===== config.mk =====
export PLATFORM = sky130hd
export DESIGN_NAME = polyval_universal_hash_core
export DESIGN_NICKNAME = d
export VERILOG_FILES = /design/src/rtl/pvh_pkg.sv /design/src/rtl/pvh_ctrl.sv /design/src/rtl/pvh_datapath.sv /design/src/rtl/polyval_universal_hash_core.sv
export VERILOG_INCLUDE_DIRS = /design/src /design/src/rtl
export SDC_FILE = /design/constraint.sdc
export NUM_CORES = 2
export LEC_CHECK = 0
export BUFFER_PORTS_ARGS = -buffer_cell sky130_fd_sc_hd__buf_2
export CAP_MARGIN = 0
export CORE_ASPECT_RATIO = 1.25
export CORE_MARGIN = 2
export CORE_UTILIZATION = 62
export DETAILED_ROUTE_END_ITERATION = 10
export PLACE_DENSITY = 0.81
export SETUP_SLACK_MARGIN = 0.15
export SYNTH_ARGS = -nofsm -noshare
export SYNTH_HDL_FRONTEND = slang
export SYNTH_SLANG_ARGS = --single-unit

===== constraint.sdc =====
create_clock -name clk -period 16.83 [get_ports clk]
set_input_delay 2.5245 -clock clk [delete_from_list [all_inputs] [get_ports clk]]
set_output_delay 2.5245 -clock clk [all_outputs]
set_load 0.1 [all_outputs]

===== src/rtl/polyval_universal_hash_core_macros.svh =====
// Assertion macros used by the hash core sequencer (pvh_ctrl).
// Each macro expects signals named clk and arst_n in the enclosing module.
`ifndef POLYVAL_UNIVERSAL_HASH_CORE_MACROS_SVH
`define POLYVAL_UNIVERSAL_HASH_CORE_MACROS_SVH

// The consequent must hold in the same cycle as the antecedent.
`define PVH_ASSERT_NOW(label, ante, cons, msg) \
	label: assert property (@(posedge clk) disable iff (!arst_n) (ante) |-> (cons)) \
		else $error(msg);

// The consequent must hold in the cycle after the antecedent.
`define PVH_ASSERT_NEXT(label, ante, cons, msg) \
	label: assert property (@(posedge clk) disable iff (!arst_n) (ante) |=> (cons)) \
		else $error(msg);

`endif


===== src/rtl/pvh_pkg.sv =====
package pvh_pkg;

	// Key and accumulator geometry.
	localparam int LANE_W     = 64;
	localparam int BLOCK_W    = 2 * LANE_W;
	localparam int PROD_W     = 2 * BLOCK_W;
	localparam int DIGIT_W    = 16;
	localparam int NUM_DIGITS = BLOCK_W / DIGIT_W;
	localparam int CNT_W      = $clog2(NUM_DIGITS);

	// Configuration register map.
	localparam int CFG_IDX_W = 2;
	localparam logic [CFG_IDX_W-1:0] REG_KEY_LOW  = 2'd0;
	localparam logic [CFG_IDX_W-1:0] REG_KEY_HIGH = 2'd1;

	// Commands from the controller to the datapath.
	typedef struct packed {
		logic             load;
		logic             mul;
		logic [CNT_W-1:0] digit;
		logic             finish;
	} pvh_cmd_t;

endpackage


===== src/rtl/pvh_ctrl.sv =====
module pvh_ctrl (
	input  logic             clk,
	input  logic             arst_n,
	input  logic             in_valid,
	output logic             in_ready,
	output logic             out_valid,
	input  logic             out_ready,
	output pvh_pkg::pvh_cmd_t cmd
);
	import pvh_pkg::*;

	typedef enum logic [1:0] {
		ST_IDLE,
		ST_MUL,
		ST_RED
	} state_t;

	state_t           state_q;
	logic [CNT_W-1:0] cnt_q;
	logic             out_valid_q;
	logic             out_free;

	// The result register can take a new value when empty or being drained.
	assign out_free  = !out_valid_q || out_ready;
	assign in_ready  = (state_q == ST_IDLE);
	assign out_valid = out_valid_q;

	// Command decode from the current state.
	always_comb begin
		cmd.load   = in_valid && (state_q == ST_IDLE);
		cmd.mul    = (state_q == ST_MUL);
		cmd.digit  = cnt_q;
		cmd.finish = (state_q == ST_RED) && out_free;
	end

	// Sequencer: load, eight multiply digits, then reduce into the result register.
	always_ff @(posedge clk or negedge arst_n) begin
		if (!arst_n) begin
			state_q     <= ST_IDLE;
			cnt_q       <= '0;
			out_valid_q <= 1'b0;
		end else begin
			// The result register fills on finish and empties on a transfer.
			if ((state_q == ST_RED) && out_free) begin
				out_valid_q <= 1'b1;
			end else if (out_valid_q && out_ready) begin
				out_valid_q <= 1'b0;
			end
			case (state_q)
				ST_IDLE: begin
					if (in_valid) begin
						state_q <= ST_MUL;
						cnt_q   <= '0;
					end
				end
				ST_MUL: begin
					cnt_q <= cnt_q + 1'b1;
					if (cnt_q == CNT_W'(NUM_DIGITS - 1)) begin
						state_q <= ST_RED;
					end
				end
				ST_RED: begin
					if (out_free) begin
						state_q <= ST_IDLE;
					end
				end
				default: begin
					state_q <= ST_IDLE;
				end
			endcase
		end
	end

	`include "polyval_universal_hash_core_macros.svh"

	`PVH_ASSERT_NEXT(a_load_starts_mul, cmd.load, (state_q == ST_MUL) && (cnt_q == '0), "load did not start the multiply at digit zero")
	`PVH_ASSERT_NEXT(a_last_digit_reduces, (state_q == ST_MUL) && (cnt_q == CNT_W'(NUM_DIGITS - 1)), state_q == ST_RED, "last digit not followed by reduction")
	`PVH_ASSERT_NEXT(a_finish_sets_valid, cmd.finish, out_valid_q && (state_q == ST_IDLE), "finished result not presented")
	`PVH_ASSERT_NOW(a_one_command, cmd.load || cmd.mul || cmd.finish, $onehot({cmd.load, cmd.mul, cmd.finish}), "more than one datapath command at once")

endmodule


===== src/rtl/pvh_datapath.sv =====
module pvh_datapath (
	input  logic                         clk,
	input  logic                         arst_n,
	input  logic                         write_en,
	input  logic [pvh_pkg::CFG_IDX_W-1:0] write_index,
	input  logic [pvh_pkg::LANE_W-1:0]    write_data,
	input  logic [pvh_pkg::LANE_W-1:0]    block_low,
	input  logic [pvh_pkg::LANE_W-1:0]    block_high,
	input  logic                         restart,
	input  pvh_pkg::pvh_cmd_t             cmd,
	output logic [pvh_pkg::LANE_W-1:0]    digest_low,
	output logic [pvh_pkg::LANE_W-1:0]    digest_high
);
	import pvh_pkg::*;

	localparam int PART_W = BLOCK_W + DIGIT_W;

	logic [BLOCK_W-1:0] key_q;
	logic [BLOCK_W-1:0] sum_q;
	logic [BLOCK_W-1:0] op_q;
	logic [PROD_W-1:0]  prod_q;
	logic [BLOCK_W-1:0] digest_q;

	logic [DIGIT_W-1:0] digit;
	logic [PART_W-1:0]  part;
	logic [BLOCK_W-1:0] seed;
	logic [LANE_W-1:0]  p0, p1, p2, p3;
	logic [LANE_W-1:0]  t0, t1, m0, m1, u0, u1;
	logic [BLOCK_W-1:0] reduced;

	// Carry-less product of the operand with one key digit.
	function automatic logic [PART_W-1:0] clmul_digit(
		input logic [BLOCK_W-1:0] a,
		input logic [DIGIT_W-1:0] b
	);
		logic [PART_W-1:0] acc;
		acc = '0;
		for (int i = 0; i < DIGIT_W; i++) begin
			if (b[i]) begin
				acc = acc ^ ({{DIGIT_W{1'b0}}, a} << i);
			end
		end
		return acc;
	endfunction

	// Hash key registers.
	always_ff @(posedge clk or negedge arst_n) begin
		if (!arst_n) begin
			key_q <= '0;
		end else if (write_en) begin
			case (write_index)
				REG_KEY_LOW:  key_q[LANE_W-1:0]       <= write_data;
				REG_KEY_HIGH: key_q[BLOCK_W-1:LANE_W] <= write_data;
				default: ;
			endcase
		end
	end

	// Absorb the block into the (optionally cleared) accumulator.
	assign seed = (restart ? '0 : sum_q) ^ {block_high, block_low};

	// Key digit for this step, least significant first.
	assign digit = key_q[{cmd.digit, 4'b0000} +: DIGIT_W];
	assign part  = clmul_digit(op_q, digit);

	// Multiply operand and product accumulator. Each partial product enters at the
	// top and the accumulator shifts down one digit per step, so digit k ends at 16k.
	always_ff @(posedge clk) begin
		if (cmd.load) begin
			op_q   <= seed;
			prod_q <= '0;
		end else if (cmd.mul) begin
			prod_q <= {{DIGIT_W{1'b0}}, prod_q[PROD_W-1:DIGIT_W]}
				^ {part, {(PROD_W - PART_W){1'b0}}};
		end
	end

	// Two-step Montgomery reduction; the constant has bits 63, 62 and 57 set.
	always_comb begin
		p0 = prod_q[LANE_W-1:0];
		p1 = prod_q[2*LANE_W-1:LANE_W];
		p2 = prod_q[3*LANE_W-1:2*LANE_W];
		p3 = prod_q[4*LANE_W-1:3*LANE_W];
		t0 = (p0 << 63) ^ (p0 << 62) ^ (p0 << 57);
		t1 = (p0 >> 1) ^ (p0 >> 2) ^ (p0 >> 7);
		m0 = p1 ^ t0;
		m1 = p0 ^ t1;
		u0 = (m0 << 63) ^ (m0 << 62) ^ (m0 << 57);
		u1 = (m0 >> 1) ^ (m0 >> 2) ^ (m0 >> 7);
		reduced = {m0 ^ u1 ^ p3, m1 ^ u0 ^ p2};
	end

	// Running accumulator.
	always_ff @(posedge clk or negedge arst_n) begin
		if (!arst_n) begin
			sum_q <= '0;
		end else if (cmd.finish) begin
			sum_q <= reduced;
		end
	end

	// Result register, held while the receiver stalls.
	always_ff @(posedge clk) begin
		if (cmd.finish) begin
			digest_q <= reduced;
		end
	end

	assign digest_low  = digest_q[LANE_W-1:0];
	assign digest_high = digest_q[BLOCK_W-1:LANE_W];

endmodule


===== src/rtl/polyval_universal_hash_core.sv =====
// POLYVAL universal hash core.
// Input channel (in_valid/in_ready) carries one 16-byte block as two little-endian
// 64-bit words plus a restart flag that clears the accumulator before absorbing it.
// Output channel (out_valid/out_ready) returns the updated 128-bit accumulator for
// every block, in order. The key H is written through write_en/write_index/write_data
// (index 0 low word, index 1 high word). The user must write the key only while
// the core is idle; the core itself does not enforce this. The 128x128 carry-less
// multiply runs as eight 16-bit key digits on one shared unit, followed by a
// reduction step, and a new block is taken only after the core has returned to idle.
// The result sits in an output register: if the receiver stalls, the core still
// takes and multiplies the next block, and waits only in its reduction cycle
// until the previous result has been transferred.
// Reset clears the key, the accumulator and all handshake state.
module polyval_universal_hash_core (
	input  logic                         clk,
	input  logic                         arst_n,
	input  logic                         write_en,
	input  logic [pvh_pkg::CFG_IDX_W-1:0] write_index,
	input  logic [pvh_pkg::LANE_W-1:0]    write_data,
	input  logic                         in_valid,
	output logic                         in_ready,
	input  logic [pvh_pkg::LANE_W-1:0]    block_low,
	input  logic [pvh_pkg::LANE_W-1:0]    block_high,
	input  logic                         restart,
	output logic                         out_valid,
	input  logic                         out_ready,
	output logic [pvh_pkg::LANE_W-1:0]    digest_low,
	output logic [pvh_pkg::LANE_W-1:0]    digest_high
);
	import pvh_pkg::*;

	pvh_cmd_t cmd;

	// Sequencer.
	pvh_ctrl u_ctrl (
		.clk       (clk),
		.arst_n    (arst_n),
		.in_valid  (in_valid),
		.in_ready  (in_ready),
		.out_valid (out_valid),
		.out_ready (out_ready),
		.cmd       (cmd)
	);

	// Key, accumulator, digit-serial multiplier and reduction.
	pvh_datapath u_datapath (
		.clk         (clk),
		.arst_n      (arst_n),
		.write_en    (write_en),
		.write_index (write_index),
		.write_data  (write_data),
		.block_low   (block_low),
		.block_high  (block_high),
		.restart     (restart),
		.cmd         (cmd),
		.digest_low  (digest_low),
		.digest_high (digest_high)
	);

endmodule

[Word level (Yosys, flattened, before mapping)]
Cells that the tools add are included.
Storage, ports and cells
  output and inout port bits: 130
  input port bits: 200
  bits in registers: 774
Cells by class
  multiplexer cells: 25
  bitwise logic cells: 31
  $add $sub $neg: 1
  reduce and logical (&&, ||, !) cells: 13
  equal/unequal tests: 7
  shift-type cells: 1
Operators by type and width (count)
  $mux W144: 15
  $xor A64 B64 Y64: 10
  $mux W128: 2
  $xor A240 B256 Y256: 1
  $xor A144 B130 Y144: 1
  $xor A144 B131 Y144: 1
  $xor A144 B132 Y144: 1
  $xor A144 B133 Y144: 1
  $xor A144 B134 Y144: 1
  $xor A144 B135 Y144: 1
  $xor A144 B136 Y144: 1
  $xor A144 B137 Y144: 1
  $xor A144 B138 Y144: 1
  $xor A144 B139 Y144: 1
  $xor A144 B140 Y144: 1
  $xor A144 B141 Y144: 1
  $xor A144 B142 Y144: 1
  $xor A144 B143 Y144: 1
  $xor A128 B129 Y129: 1
  $shiftx A128 B8 Y16: 1
  $xor A128 B128 Y128: 1
  $xor A64 B57 Y64: 2
  $xor A63 B62 Y63: 2
  $mux W2: 3
  other kinds (17): 26

[Depth between registers and ports, before layout]
  word-level depth: 33
  gate-level depth with buffers: 15
  mapped depth without buffers: 8

[Modules after synthesis]
Synthesis repeated with hierarchy kept, for this count alone.
Unflattened totals
  cells, all modules: 6976
  area, all modules: 61899.4 µm²
Modules (own cells, without submodules)
  pvh_datapath: cells each 6953, area an instance 61614.1 µm², seq. area each 19198.4 µm², times used 1
  pvh_ctrl: cells each 23, area an instance 285.3 µm², seq. area each 150.1 µm², times used 1

[Worst setup path after synthesis]
Ideal clock, no wire load.
  path type: input -> register
  start: input out_ready
  end: register u_datapath.sum_q[118]
  arrival: 7594 ps
  setup slack: 9151 ps
  setup time: 84 ps
  buffers on the path: 2
  stages: 5
  data required time: 16746 ps
  cells stage by stage: nand2b_1 nor2b_1 buf_1 buf_1 mux2_2
RTL lines
  from (decl): RTL line polyval_universal_hash_core.sv:26  | input logic out_ready,
  to (signal assigned): RTL line pvh_datapath.sv:98  | sum_q <= reduced;
  to (decl): RTL line pvh_datapath.sv:19  | logic [BLOCK_W-1:0] sum_q;

[Final worst setup path]
  start: register u_ctrl.cnt_q[0]
  end: register u_datapath.prod_q[127]
On the way
  cells in the longest elaborated chain, start to end: 33
RTL lines
  from (decl): RTL line pvh_ctrl.sv:19  | logic [CNT_W-1:0] cnt_q;
  from (signal assigned): RTL line pvh_ctrl.sv:57  | cnt_q <= cnt_q + 1'b1;
  $shiftx A128 B8 Y16 (*): RTL line pvh_datapath.sv:63  | assign digit = key_q[{cmd.digit, 4'b0000} +: DIGIT_W];
  $mux W128: RTL line pvh_datapath.sv:39  | if (b[i]) begin
  $xor A128 B129 Y129: RTL line pvh_datapath.sv:40  | acc = acc ^ ({{DIGIT_W{1'b0}}, a} << i);
  $mux W144: RTL line pvh_datapath.sv:39
  $xor A144 B130 Y144: RTL line pvh_datapath.sv:40
  $mux W144: RTL line pvh_datapath.sv:39
  $xor A144 B131 Y144: RTL line pvh_datapath.sv:40
  $mux W144: RTL line pvh_datapath.sv:39
  (+17 left out)
  $mux W144: RTL line pvh_datapath.sv:39
  $xor A144 B141 Y144: RTL line pvh_datapath.sv:40
  $mux W144: RTL line pvh_datapath.sv:39
  $xor A144 B142 Y144: RTL line pvh_datapath.sv:40
  $mux W144: RTL line pvh_datapath.sv:39
  $xor A144 B143 Y144: RTL line pvh_datapath.sv:40
  $mux W144 (*): RTL line pvh_datapath.sv:39
  $xor A240 B256 Y256 (*): RTL line pvh_datapath.sv:74  | ^ {part, {(PROD_W - PART_W){1'b0}}};
  to (signal assigned): RTL line pvh_datapath.sv:73  | prod_q <= {{DIGIT_W{1'b0}}, prod_q[PROD_W-1:DIGIT_W]}
  to (decl): RTL line pvh_datapath.sv:21  | logic [PROD_W-1:0] prod_q;
Mark *: on every way between the ends. The rest lies on a longest branch, timed or not.
A chain may end at the register's enable or synchronous reset.

==> flow_results.org <==
** GRT
- In the global route stage, overall resource usage came out at between 30 and 40%.
- Global route total overflow :: 0
- Met1 layer usage reported by global route :: roughly 46%
- The layer flagged by global routing as most heavily used is met2.
- Global routing used 10.7% of the available met3 tracks.
- Number of global-route vias before repair :: around 52,000
- The first global-routing pass estimated 306 mm of wire.
- The number of antenna violations at the first check in global routing came to 7.
- Entering global routing, the biggest net connects 101 pins.
- Met2 track demand over resource :: 59.1%

** STA
- Final Hold Fails :: 0
- Max Slew Vio Count :: 0
- Final cycle utilization of the critical path :: a little under a third
- The clock arrives with 40.3 ps of skew.
- Summed over all failing endpoints, the final setup total negative slack is 0 ps.
- Highest Clock Rate :: about 200 MHz
- Transition at the pin with the smallest max-transition slack :: roughly 1100 ps
- The smallest clock period supported by the final layout is computed as 5100 ps.
- RSZ-0062 raised after global routing :: false
- In this run the tightest slew margin relative to its limit is between 20% and 30%.
- Setup violations, final :: 0

** Synthesis
- In the synthesized netlist the dominant register cell turns out to be sky130_fd_sc_hd__dfrtp_1.
- The Yosys step of the flow raised 0 warnings.
- In this run the biggest area consumer among cell types represents between 20 and 30% of the synthesized area.
- The share of the Yosys chip area taken by registers is 31.0%.
- Netlist area before placement :: just over 60,000 um2
- The most common cell in the synthesized netlist is sky130_fd_sc_hd__xnor2_1.
- The number of nets in the synthesized netlist is between 7,000 and 8,000.
- After synthesis, the mean cell area works out to just under 9 um2.
- Number of distinct standard cells referenced by the synthesized netlist :: 42
- Number of synthesized flops with an enable pin :: 256
- Counting instances in the post-synthesis netlist gives the leading cell types as sky130_fd_sc_hd__xnor2_1 (1,978), sky130_fd_sc_hd__nand2_1 (1,756), sky130_fd_sc_hd__nand3_1 (503).
- Async S/R FF share, synth :: 33.9%
- Main area contributors after synthesis :: sky130_fd_sc_hd__xnor2_1 (28%), sky130_fd_sc_hd__edfxtp_1 (12%), sky130_fd_sc_hd__nand2_1 (11%)
- In this run, synthesis produced a sequential element count of ~770.
- Synthesis produced 7,079 cells.
- Library cell occupying the most area in the post-synthesis netlist :: sky130_fd_sc_hd__xnor2_1

** Clocking
- Hold repair after CTS inserted 0 buffers.
- No sink is reached through more buffers than the 3 on the longest clock path.
- Counting the buffers created by CTS gives 81.
- Clock tree synthesis selected as its root buffer the cell sky130_fd_sc_hd__clkbuf_16.
- Post-CTS setup buffers :: 0
- Clock-pin slew of the registers on the worst-case setup and hold paths :: 70 ps
- The H-tree was split into 3 levels.
- Clock net sink count :: roughly 770
- Clock tree from TritonCTS :: yes
- The number of gates resized after CTS was 0.
- The later pin in the worst-skew pair is clocked with a latency of approximately 740 ps.

** Job
- Count of max-cap constraint violations :: 0

** Worst setup path
- The critical path in this run is classified as register to register.
- STA puts the critical path data required time at between 15,000 and 20,000 ps.
- Cell repeated most along the worst path :: sky130_fd_sc_hd__buf_4
- Kind of start point of the critical path :: register
- Arrival @ worst endpoint :: 5710 ps
- The worst setup path is captured at a register.
- Crit-path max cell delay :: 800 ps
- The critical path goes through buf_4 > mux4_2 > or2_2 > buf_4 > buf_4 > and2_2 > buf_4 > nand2_1 > xnor3_1 > xnor2_1 > xnor3_1 > a22o_1.
- The worst register-to-register path has a setup slack of ~12,000 ps.
- Highest fanout seen on the critical path :: 55
- The slowest stage of the critical path belongs to the cell sky130_fd_sc_hd__buf_4.

** Detailed routing
- Total number of vias :: 52,100
- Remaining antenna violation count :: 0
- Initial DRC Count :: about 7,400
- Drt drc :: 0
- Using the TritonRoute via totals, the vias-per-cell ratio works out to approximately 6.3.
- For this run, the detailed router's first-pass iteration total came to 8.
- Wires add up to slightly above 200 mm.
- Dividing the detail-routed wire length by the instance count gives ~25 um.

** Die
- Number of rows created at floorplan :: 130
- The floorplan step defined a core boundary enclosing around 100,000 um2.
- The die is approximately 290 um wide.
- Number of top-level pins :: 330
- Total Die Area :: a little over 100,000 um2
- Measured along the y axis, the die boundary spans 359 um.
- Initial standard-cell utilization of the core :: a little over 60%

** Final layout
- Fraction of final layout cells with drive strength greater than 1 :: 12.3%
- Post-layout nets :: roughly 7,100
- Fillers :: roughly 8,000
- Layout area overhead :: 5.37%
- Cells fill approximately two thirds of the core in the end.
- Number of standard cells in the final layout excluding fillers :: 8,241

** Placed design
- Buffers placed on the I/O ports in this run total roughly 330.
- Final HPWL DP :: between 100 and 150 mm
- Number of instances in the placed design :: 8,088
- Gp weighted congestion :: roughly 0.92

** Min path
- The path class of the tightest hold or removal check is register to register.

** Status
- The flow ran to the end, and the final reports show no timing, DRC or antenna violations.
## cells by family after synthesis
logic type	share of synthesized area, %
simple gates	17.3
buf+inv	5.38
flops	31.0
mux	5.95
compound gates	2.55
xor+xnor	37.7
fa+ha+maj	0.0401
## critical path, delay by kind of cell, from the launching register on
family / cells / cell delay (ps)
buffers and inverters: 4 / 2410
XOR/XNOR: 3 / 940
AO/OA/AOI/OAI: 1 / 180
multiplexers: 1 / 340
flip-flops: 1 / 340
AND/OR/NAND/NOR: 3 / 640
## per-stage QoR
stage | area [um2] | hold slack [ps] | setup WS [ps]
2_1_floorplan | 62400 | 453 | 9150
3_3_place_gp | 63000 | 482 | 11340
3_5_place_dp | 63000 | 487 | 11250
4_1_cts | 65700 | 496 | 11990
5_1_grt | 65700 | 516 | 11600
6_report | 65700 | 499 | 11730
## state kept, by name (all words and copies together) (netlist names)
register and count:
u_datapath.op_q 128, u_datapath.digest_q 128, u_datapath.key_q 128, u_datapath.prod_q 255, u_ctrl.out_valid 1, u_ctrl.state_q 2, u_ctrl.cnt_q 3, u_datapath.sum_q 128
## cells in the final DEF, fill, tap and decap left out, types with 7 or more instances in the layout
master and count:
sky130_fd_sc_hd__buf_2 327, sky130_fd_sc_hd__nor2_1 10, sky130_fd_sc_hd__a21oi_1 127, sky130_fd_sc_hd__mux4_2 25
sky130_fd_sc_hd__o21ai_0 29, sky130_fd_sc_hd__clkinv_2 11, sky130_fd_sc_hd__and3_1 108, sky130_fd_sc_hd__mux2_2 262
sky130_fd_sc_hd__dfrtp_1 261, sky130_fd_sc_hd__clkinv_4 7, sky130_fd_sc_hd__xor2_1 373, sky130_fd_sc_hd__a22o_1 41
sky130_fd_sc_hd__buf_4 66, sky130_fd_sc_hd__nand2_1 1756, sky130_fd_sc_hd__nand2b_1 131, sky130_fd_sc_hd__edfxtp_1 256
sky130_fd_sc_hd__clkbuf_16 84, sky130_fd_sc_hd__dfxtp_1 255, sky130_fd_sc_hd__a211oi_1 8, sky130_fd_sc_hd__mux2_4 9
sky130_fd_sc_hd__clkbuf_8 7, sky130_fd_sc_hd__nand3_1 503, sky130_fd_sc_hd__xnor3_1 127, sky130_fd_sc_hd__xnor2_1 1978
sky130_fd_sc_hd__o21ai_1 64, sky130_fd_sc_hd__clkbuf_1 21
## final cells by class
class | count | area [um2] | share of cell area, %
Clock inverter | 39 | 430 | 0.655
Multi-Input combinational cell | 5599 | 39800 | 60.6
Clock buffer | 112 | 2280 | 3.47
Antenna cell | 2 | 5.00 | 0.00762
Sequential cell | 773 | 19300 | 29.4
Tap cell | 1320 | 1650 | 2.51
Timing Repair Buffer | 395 | 2170 | 3.30
Inverter | 1 | 11.3 | 0.0171
## final timing paths
check / startpoint / endpoint / cells past startpoint
max in group asynchronous: arst_n / u_ctrl.cnt_q[0] / 4
worst max-delay path: u_ctrl.cnt_q[0] / u_datapath.prod_q[127] / 12
min in group asynchronous: arst_n / u_datapath.sum_q[105] / 1
worst max register to register: u_ctrl.cnt_q[0] / u_datapath.prod_q[127] / 12
worst min-delay path: u_datapath.key_q[90] / u_datapath.key_q[90] / 1
worst min register to register: u_datapath.key_q[90] / u_datapath.key_q[90] / 1
## per-layer routing
| layer | vias up | share of wire [%] |
|---|---|---|
| met2 | 4371 | 44 |
| met1 | 24400 | 33 |
| met5 | - | 0.038 |
| met3 | 1417 | 14 |
| met4 | 12 | 8.8 |
| li1 | 21900 | - |
Power is not shown: default switching activity piles up to over one toggle a cycle in this logic, so the estimate is an artifact.
